File: config.mk
export PLATFORM = sky130hd
export DESIGN_NAME = lcd_scanline_mode_timer
export DESIGN_NICKNAME = d
export VERILOG_FILES = /design/src/rtl/core/lcdsmt_pkg.sv /design/src/rtl/core/lcdsmt_regs.sv /design/src/rtl/core/lcdsmt_timer.sv /design/src/rtl/core/lcdsmt_out_reg.sv /design/src/rtl/core/lcd_scanline_mode_timer.sv
export SDC_FILE = /design/constraint.sdc
export NUM_CORES = 1
export LEC_CHECK = 0
export BUFFER_PORTS_ARGS = -buffer_cell sky130_fd_sc_hd__buf_4
export CORE_UTILIZATION = 56
export CTS_CLUSTER_DIAMETER = 150
export DETAILED_ROUTE_END_ITERATION = 10
export GPL_TIMING_DRIVEN = 0
export PLACE_DENSITY = 0.95
export SETUP_SLACK_MARGIN = 0.2
export SLEW_MARGIN = 5
export SYNTH_ARGS = -nofsm -noshare
export SYNTH_HDL_FRONTEND = slang
export SYNTH_SLANG_ARGS = --single-unit
File: constraint.sdc
create_clock -name clk -period 3.7 [get_ports clk]
set_clock_uncertainty 0.05 [all_clocks]
set_input_delay 0.555 -clock clk [delete_from_list [all_inputs] [get_ports clk]]
set_output_delay 0.555 -clock clk [all_outputs]
set_load 0.01 [all_outputs]
File: src/rtl/core/lcdsmt_pkg.sv
// Shared types and constants for the LCD scanline mode timer.
// No dependencies; used by every module under rtl/core.
`default_nettype none

package lcdsmt_pkg;

    // Line timing, in dots and lines
    localparam logic [9:0] LINE_DOTS   = 10'd456;
    localparam logic [9:0] OAM_DOTS    = 10'd80;
    localparam logic [9:0] XFER_DOTS   = 10'd172;
    localparam logic [9:0] OAM_START   = LINE_DOTS - OAM_DOTS;
    localparam logic [9:0] XFER_START  = LINE_DOTS - OAM_DOTS - XFER_DOTS;
    localparam logic [7:0] VBLANK_LINE = 8'd144;
    localparam logic [7:0] LAST_LINE   = 8'd153;

    localparam int unsigned ADDR_W = 5;
    localparam int unsigned DATA_W = 32;

    // Register map, word index
    typedef enum logic [2:0] {
        REG_DISPLAY_EN   = 3'd0,
        REG_LINE_COMPARE = 3'd1,
        REG_HBLANK_IE    = 3'd2,
        REG_VBLANK_IE    = 3'd3,
        REG_OAM_IE       = 3'd4,
        REG_COINC_IE     = 3'd5
    } lcdsmt_reg_t;

    typedef enum logic [1:0] {
        MODE_HBLANK = 2'd0,
        MODE_VBLANK = 2'd1,
        MODE_OAM    = 2'd2,
        MODE_XFER   = 2'd3
    } lcdsmt_mode_t;

    typedef struct packed {
        logic       display_en;
        logic [7:0] line_compare;
        logic       hblank_irq_enable;
        logic       vblank_mode_irq_enable;
        logic       oam_irq_enable;
        logic       coincidence_irq_enable;
    } lcdsmt_cfg_t;

    typedef struct packed {
        lcdsmt_mode_t mode;
        logic [7:0]   line;
        logic         coincidence;
        logic         mode_irq;
        logic         compare_irq;
        logic         vblank_irq;
        logic         render_request;
    } lcdsmt_result_t;

endpackage

`default_nettype wire

File: src/rtl/core/lcdsmt_regs.sv
// APB configuration registers of the LCD scanline mode timer.
// Depends on lcdsmt_pkg.
`default_nettype none

module lcdsmt_regs (
    input  wire logic                             clk,
    input  wire logic                             rst_n,
    input  wire logic                             psel,
    input  wire logic                             penable,
    input  wire logic                             pwrite,
    input  wire logic [lcdsmt_pkg::ADDR_W-1:0]    paddr,
    input  wire logic [lcdsmt_pkg::DATA_W-1:0]    pwdata,
    output logic      [lcdsmt_pkg::DATA_W-1:0]    prdata,
    output logic                                  pready,
    output lcdsmt_pkg::lcdsmt_cfg_t               cfg
);

    lcdsmt_pkg::lcdsmt_cfg_t cfg_reg;
    lcdsmt_pkg::lcdsmt_cfg_t cfg_next;
    lcdsmt_pkg::lcdsmt_reg_t reg_sel;
    logic                    wr_en;

    assign pready  = 1'b1;
    assign reg_sel = lcdsmt_pkg::lcdsmt_reg_t'(paddr[4:2]);
    assign wr_en   = psel && penable && pwrite && pready;

    always_comb
    begin
        cfg_next = cfg_reg;
        if (wr_en)
        begin
            case (reg_sel)
                lcdsmt_pkg::REG_DISPLAY_EN:   cfg_next.display_en             = pwdata[0];
                lcdsmt_pkg::REG_LINE_COMPARE: cfg_next.line_compare           = pwdata[7:0];
                lcdsmt_pkg::REG_HBLANK_IE:    cfg_next.hblank_irq_enable      = pwdata[0];
                lcdsmt_pkg::REG_VBLANK_IE:    cfg_next.vblank_mode_irq_enable = pwdata[0];
                lcdsmt_pkg::REG_OAM_IE:       cfg_next.oam_irq_enable         = pwdata[0];
                lcdsmt_pkg::REG_COINC_IE:     cfg_next.coincidence_irq_enable = pwdata[0];
                default:                      cfg_next = cfg_reg;
            endcase
        end
    end

    always_ff @(posedge clk or negedge rst_n)
    begin
        if (!rst_n)
            cfg_reg <= '0;
        else
            cfg_reg <= cfg_next;
    end

    always_comb
    begin
        prdata = '0;
        case (reg_sel)
            lcdsmt_pkg::REG_DISPLAY_EN:   prdata[0]   = cfg_reg.display_en;
            lcdsmt_pkg::REG_LINE_COMPARE: prdata[7:0] = cfg_reg.line_compare;
            lcdsmt_pkg::REG_HBLANK_IE:    prdata[0]   = cfg_reg.hblank_irq_enable;
            lcdsmt_pkg::REG_VBLANK_IE:    prdata[0]   = cfg_reg.vblank_mode_irq_enable;
            lcdsmt_pkg::REG_OAM_IE:       prdata[0]   = cfg_reg.oam_irq_enable;
            lcdsmt_pkg::REG_COINC_IE:     prdata[0]   = cfg_reg.coincidence_irq_enable;
            default:                      prdata      = '0;
        endcase
    end

    assign cfg = cfg_reg;

endmodule

`default_nettype wire

File: src/rtl/core/lcdsmt_timer.sv
// Dot counter, scanline and mode state with the per-transaction status logic.
// Depends on lcdsmt_pkg.
`default_nettype none

module lcdsmt_timer (
    input  wire logic                      clk,
    input  wire logic                      rst_n,
    input  wire logic                      step,
    input  wire logic [7:0]                cycles,
    input  lcdsmt_pkg::lcdsmt_cfg_t        cfg,
    output lcdsmt_pkg::lcdsmt_result_t     result
);

    logic [9:0]               dot_cnt_reg;
    logic [9:0]               dot_cnt_next;
    logic [7:0]               line_reg;
    logic [7:0]               line_next;
    lcdsmt_pkg::lcdsmt_mode_t last_mode_reg;
    lcdsmt_pkg::lcdsmt_mode_t last_mode_next;

    lcdsmt_pkg::lcdsmt_mode_t mode;
    logic                     mode_ie;
    logic                     tick;
    logic [7:0]               line_inc;

    always_comb
    begin
        // status from the state before the tick
        if (line_reg >= lcdsmt_pkg::VBLANK_LINE)
        begin
            mode    = lcdsmt_pkg::MODE_VBLANK;
            mode_ie = cfg.vblank_mode_irq_enable;
        end
        else if (dot_cnt_reg >= lcdsmt_pkg::OAM_START)
        begin
            mode    = lcdsmt_pkg::MODE_OAM;
            mode_ie = cfg.oam_irq_enable;
        end
        else if (dot_cnt_reg >= lcdsmt_pkg::XFER_START)
        begin
            mode    = lcdsmt_pkg::MODE_XFER;
            mode_ie = 1'b0;
        end
        else
        begin
            mode    = lcdsmt_pkg::MODE_HBLANK;
            mode_ie = cfg.hblank_irq_enable;
        end

        tick     = {2'b00, cycles} >= dot_cnt_reg;
        line_inc = line_reg + 8'd1;

        result         = '0;
        result.mode    = lcdsmt_pkg::MODE_HBLANK;
        dot_cnt_next   = lcdsmt_pkg::LINE_DOTS;
        line_next      = '0;
        last_mode_next = lcdsmt_pkg::MODE_HBLANK;

        if (cfg.display_en)
        begin
            last_mode_next     = mode;
            result.mode        = mode;
            result.mode_irq    = mode_ie && (mode != last_mode_reg);
            result.coincidence = (line_reg == cfg.line_compare);
            result.compare_irq = result.coincidence && cfg.coincidence_irq_enable;

            if (tick)
            begin
                // remainder dropped on reload
                dot_cnt_next = lcdsmt_pkg::LINE_DOTS;
                line_next    = (line_inc > lcdsmt_pkg::LAST_LINE) ? 8'd0 : line_inc;
                result.vblank_irq     = (line_inc == lcdsmt_pkg::VBLANK_LINE);
                result.render_request = (line_next < lcdsmt_pkg::VBLANK_LINE);
            end
            else
            begin
                dot_cnt_next = dot_cnt_reg - {2'b00, cycles};
                line_next    = line_reg;
            end
        end
        result.line = line_next;
    end

    always_ff @(posedge clk or negedge rst_n)
    begin
        if (!rst_n)
        begin
            dot_cnt_reg   <= lcdsmt_pkg::LINE_DOTS;
            line_reg      <= '0;
            last_mode_reg <= lcdsmt_pkg::MODE_HBLANK;
        end
        else if (step)
        begin
            dot_cnt_reg   <= dot_cnt_next;
            line_reg      <= line_next;
            last_mode_reg <= last_mode_next;
        end
    end

endmodule

`default_nettype wire

File: src/rtl/core/lcdsmt_out_reg.sv
// Result register with valid/ready handshake; takes a new result each cycle while the slot is free.
// Depends on lcdsmt_pkg.
`default_nettype none

module lcdsmt_out_reg (
    input  wire logic                      clk,
    input  wire logic                      rst_n,
    input  wire logic                      load,
    input  lcdsmt_pkg::lcdsmt_result_t     result,
    input  wire logic                      out_ready,
    output logic                           out_valid,
    output logic                           load_ready,
    output lcdsmt_pkg::lcdsmt_result_t     data
);

    logic                       valid_reg;
    logic                       valid_next;
    lcdsmt_pkg::lcdsmt_result_t data_reg;

    // slot is free when empty or being drained this cycle
    assign load_ready = !valid_reg || out_ready;

    always_comb
    begin
        valid_next = valid_reg;
        if (load)
            valid_next = 1'b1;
        else if (out_ready)
            valid_next = 1'b0;
    end

    always_ff @(posedge clk or negedge rst_n)
    begin
        if (!rst_n)
            valid_reg <= 1'b0;
        else
            valid_reg <= valid_next;
    end

    always_ff @(posedge clk)
    begin
        if (load)
            data_reg <= result;
    end

    assign out_valid = valid_reg;
    assign data      = data_reg;

endmodule

`default_nettype wire

File: src/rtl/core/lcd_scanline_mode_timer.sv
// LCD scanline mode timer, top level. Instantiates lcdsmt_regs, lcdsmt_timer
// and lcdsmt_out_reg; uses lcdsmt_pkg.
//
// Each input transaction carries the CPU time elapsed since the previous one, which is subtracted from the dot counter.
// The block reports the LCD mode (0 hblank, 1 vblank, 2 OAM, 3 transfer)
// taken from the line and dot counter as they stood before the step, the line
// after the step, line-compare coincidence, and the mode, compare, vblank and
// render requests. Throughput is one transaction per clock while the output is not
// stalled: the status and the counter update are a single short compare/subtract
// path from the state registers into the result register, so the result is presented
// in the cycle after acceptance. in_ready is high whenever the result register is
// empty or is being taken in the same cycle, so a stalled output holds back at most
// one result. Configuration is through an APB-style port, word registers at byte
// offsets 0x00 display enable, 0x04 line_compare, 0x08 hblank IE, 0x0C vblank IE,
// 0x10 OAM IE, 0x14 coincidence IE; pready is tied high. Write registers only
// while no transaction is in flight. Clearing the display enable holds the timing
// in its reset state (line 0, full 456-dot count) while interrupt enables and
// line_compare keep their values.
`default_nettype none

module lcd_scanline_mode_timer (
    input  wire logic                          clk,
    input  wire logic                          rst_n,

    // input transactions
    input  wire logic                          in_valid,
    output logic                               in_ready,
    input  wire logic [7:0]                    cycles,

    // result transactions
    output logic                               out_valid,
    input  wire logic                          out_ready,
    output logic [1:0]                         mode,
    output logic [7:0]                         line,
    output logic                               coincidence,
    output logic                               mode_irq,
    output logic                               compare_irq,
    output logic                               vblank_irq,
    output logic                               render_request,

    // configuration
    input  wire logic                          psel,
    input  wire logic                          penable,
    input  wire logic                          pwrite,
    input  wire logic [lcdsmt_pkg::ADDR_W-1:0] paddr,
    input  wire logic [lcdsmt_pkg::DATA_W-1:0] pwdata,
    output logic      [lcdsmt_pkg::DATA_W-1:0] prdata,
    output logic                               pready
);

    lcdsmt_pkg::lcdsmt_cfg_t    cfg;
    lcdsmt_pkg::lcdsmt_result_t step_result;
    lcdsmt_pkg::lcdsmt_result_t out_data;
    logic                       step;

    // a transaction is taken when the result slot can absorb its result
    assign step = in_valid && in_ready;

    lcdsmt_regs u_regs (
        .clk     (clk),
        .rst_n   (rst_n),
        .psel    (psel),
        .penable (penable),
        .pwrite  (pwrite),
        .paddr   (paddr),
        .pwdata  (pwdata),
        .prdata  (prdata),
        .pready  (pready),
        .cfg     (cfg)
    );

    lcdsmt_timer u_timer (
        .clk    (clk),
        .rst_n  (rst_n),
        .step   (step),
        .cycles (cycles),
        .cfg    (cfg),
        .result (step_result)
    );

    lcdsmt_out_reg u_out (
        .clk        (clk),
        .rst_n      (rst_n),
        .load       (step),
        .result     (step_result),
        .out_ready  (out_ready),
        .out_valid  (out_valid),
        .load_ready (in_ready),
        .data       (out_data)
    );

    assign mode           = out_data.mode;
    assign line           = out_data.line;
    assign coincidence    = out_data.coincidence;
    assign mode_irq       = out_data.mode_irq;
    assign compare_irq    = out_data.compare_irq;
    assign vblank_irq     = out_data.vblank_irq;
    assign render_request = out_data.render_request;

endmodule

`default_nettype wire
==> key figures <==
Status
  – Status: finished, final reports clean

Job
  – Total of max-cap violations: 0

Synth
  – Syn Area/Cell: 9.31 um2
  – Post-synthesis adder-cell area fraction: 0.0469
  – Ys async rst share: 0.694
  – Most common flop cell mapped by yosys: dfrtp_1
  – Post-Synth XOR/XNOR Area: 0.0417
  – Largest family of logic cells by synthesized area: compound AO/OA/AOI/OAI gates
  – Proportion of synthesized area in mux cells: 0.0529
  – Area of the mapped netlist: roughly 3400 um2
  – Sequential-to-total area share from yosys stat: 0.389
  – Post-Synthesis Cells: 361
  – Yosys cell types: 58
  – Yosys reg bits: 49
  – Simple-gate share of the synthesized area: 0.178
  – Post-synth EDFFs: 15
  – Compound-Gate Fraction of Synth Area: 0.182
  – Synth warn: 0

Setup path
  – CP Class: reg2reg
  – CP Data Required Time: 3850 ps
  – Largest fanout on the critical path: 9
  – Worst setup EP type: register
  – Worst R2R Setup Slack: 740 ps
  – Startpoint types: register
  – R2r startpoint: u_timer.dot_cnt_reg[0]
  – WP data arrival: 3110 ps
  – Reg2reg path depth: 9
  – Endpoint of the worst register-to-register path: u_timer.line_reg[0]

Global route
  – Vias in the first global route: 2670
  – First-pass GRT wire length: 12200 um
  – Number of antenna violations at the first check in global routing: 0
  – Largest net degree at the start of global routing: 35
  – Grt ovf: 0
  – GRT Overall Usage: 0.250

Routing
  – Via Count: 2891
  – WL final: 7530 um
  – DR pass1 iterations: 5
  – Top Metal Used: met4
  – Met1 Wirelength: 3020 um
  – Met3 Wirelength: 508 um
  – Number of vias per cell: 5.65
  – Post-route DRC violation count: 0
  – Routed length per instance: 14.7 um
  – Detail Route met2 WL: 3880 um
  – ANT nets after route: 0
  – Initial DRC Count: 262

Floorplanning
  – I/O pin count: between 100 and 150
  – FP Rows: 27
  – Die footprint: around 6300 um2
  – Die H: 79.5 um
  – Core area: 5640 um2
  – Initial core utilization: 0.596
  – Die Span X: slightly below 80 um

Place
  – Post-DP HPWL: around 5600 um
  – GP Congestion: around 0.9
  – IO Port Bufs: 48
  – Area after DPL: about 3900 um2

Timing
  – Relative slew slack: 0.168
  – Final hold vios: 0
  – RSZ-0062 raised after global routing: false
  – TNS Setup: 0 ps
  – Crit share post-route: 0.799
  – Maximum achievable frequency: ~340 MHz
  – Final Max Slew Viols: 0
  – Final setup fails: 0
  – Slew @ Worst Pin: 1250 ps
  – Minimum clock period: 2960 ps

Clocking
  – H-tree lvl count: 2
  – Clk sinks: 49
  – CTS Buf Count: 5
  – Clock Pin Slew Worst Setup and Hold Paths: 90 ps
  – CTS Buffer Depth: 2
  – Clock root buffer: clkbuf_8
  – Cts hold-fix bufs: 0
  – Later-pin clock latency in the skew report: 320 ps
  – Number of setup buffers added after CTS: 0
  – CTS tree: built
  – Post-cts resize count: 0

Final layout
  – Fill cells: 425
  – Sequential Area: 1310 um2
  – Area Overhead vs Synth: 18.7%
  – Final #Nets: around 500
  – Antenna cells: 0
  – Max reg flops: 15
  – Multi-input logic area: 1780 um2
  – Post-route cell area: 3990 um2
  – Fraction of layout cells with a size suffix above 1: 0.273

Power
  – Maximum vdd drop: 0.000225 V
  – Cell Pwr Density: 400 nW/um2
  – LEAKAGE: 1.84 nW

Min path
  – HP Class: in2async
[metrics by stage]
step / hold slack, ps / total power (W) / instances / util / setup WS [ps]
3_5_place_dp: 449 / 0.00126 / 504 / 0.691 / 557
2_1_floorplan: 209 / 0.00111 / 384 / - / 994
5_1_grt: 161 / 0.00169 / 512 / 0.707 / 600
6_report: 126 / 0.00160 / 512 / 0.707 / 743
4_1_cts: 146 / 0.00159 / 512 / 0.707 / 823
3_3_place_gp: 410 / 0.00123 / 504 / 0.691 / 595
[cell usage after synthesis, types with 3 or more instances]
master    instances  share of area
a211oi_1          5          0.011
a21o_1            7          0.016
a21oi_1          10          0.015
a31oi_1           5         0.0093
and2_1            9          0.017
buf_4            30          0.067
clkbuf_1          9          0.010
dfrtp_1          30           0.22
dfstp_2           4          0.031
edfxtp_1         15           0.13
ha_1             11          0.041
inv_1            21          0.023
mux2_2           14          0.047
nand2_1          40          0.045
nand2b_1          7          0.013
nand3_1          11          0.016
nand4_1           4         0.0074
nor2_1           23          0.026
nor2b_1           3         0.0056
nor3_1            4         0.0060
nor3b_1           4         0.0089
nor4_1            5         0.0093
o21a_1            3         0.0067
o21ai_0          16          0.024
o21ai_1           5         0.0074
o21ai_2           5          0.013
o31ai_1           8          0.018
xnor2_1          12          0.031
xor2_1            4          0.010
[placed cells by master, fill, tap and decap left out, types with 2 or more instances in the layout]
cell and n:
a211oi_1 5, a21o_1 7, a21oi_1 10, a22o_1 2
a31oi_1 5, and2_1 9, and3b_1 2, buf_2 2
buf_4 78, clkbuf_1 9, clkbuf_8 5, conb_1 25
dfrtp_1 30, dfstp_2 4, edfxtp_1 15, ha_1 11
inv_1 21, mux2_2 14, mux2i_1 2, nand2_1 40
nand2b_1 7, nand3_1 11, nand4_1 4, nor2_1 23
nor2b_1 3, nor3_1 4, nor3b_1 4, nor4_1 5
o2111ai_1 2, o211ai_1 2, o21a_1 3, o21ai_0 16
o21ai_1 5, o21ai_2 5, o22ai_1 2, o31ai_1 8
xnor2_1 12, xor2_1 4
[routing by layer]
| metal | up-vias | GRT usage |
|---|---|---|
| met5 | - | 0 |
| met4 | 0 | 0.0964 |
| met3 | 15 | 0.0480 |
| met2 | 135 | 0.426 |
| met1 | 1350 | 0.312 |
| li1 | 1391 | - |
[worst max path at each step]
stage	slack [ps]	endpoint	startpoint	cells past startpoint
floorplan	990	u_timer.line_reg[2]	cycles[0]	8
global placement	600	u_timer.line_reg[2]	cycles[0]	9
detailed placement	560	u_timer.line_reg[0]	cycles[0]	9
CTS	820	u_timer.line_reg[0]	u_timer.dot_cnt_reg[0]	9
global route	600	u_timer.line_reg[2]	u_timer.dot_cnt_reg[0]	9
finish	740	u_timer.line_reg[0]	u_timer.dot_cnt_reg[0]	9
[power by group]
| group | switching [W] | internal (W) | total, W |
|---|---|---|---|
| Clock | 0.000202 | 0.000135 | 0.000336 |
| Combinational | 0.000314 | 0.000240 | 0.000554 |
| Sequential | 0.0000606 | 0.000646 | 0.000707 |
[logic make-up after synthesis]
group / Yosys count
simple gates: 118
compound gates: 85
buf+inv: 63
flops: 49
xor+xnor: 16
mux: 16
fa+ha+maj: 12
other cells: 2
[area by class of cell]
class,count,share of cell area
Multi-Input combinational cell,272,0.447
Sequential cell,49,0.328
Timing Repair Buffer,48,0.0904
Buffer,42,0.0703
Tap cell,72,0.0226
Inverter,21,0.0198
Clock buffer,5,0.0173
Clock inverter,3,0.00533
[critical path: stages, from the launching register on]
cell and delay [ps]:
dfrtp_1 380, inv_1 50, ha_1 200, fa_1 400
nand2b_1 190, a211oi_2 360, a2bb2oi_1 650, nor2_1 170
nand2b_1 270, o21ai_1 110
Power figures use the tool's default switching activity.
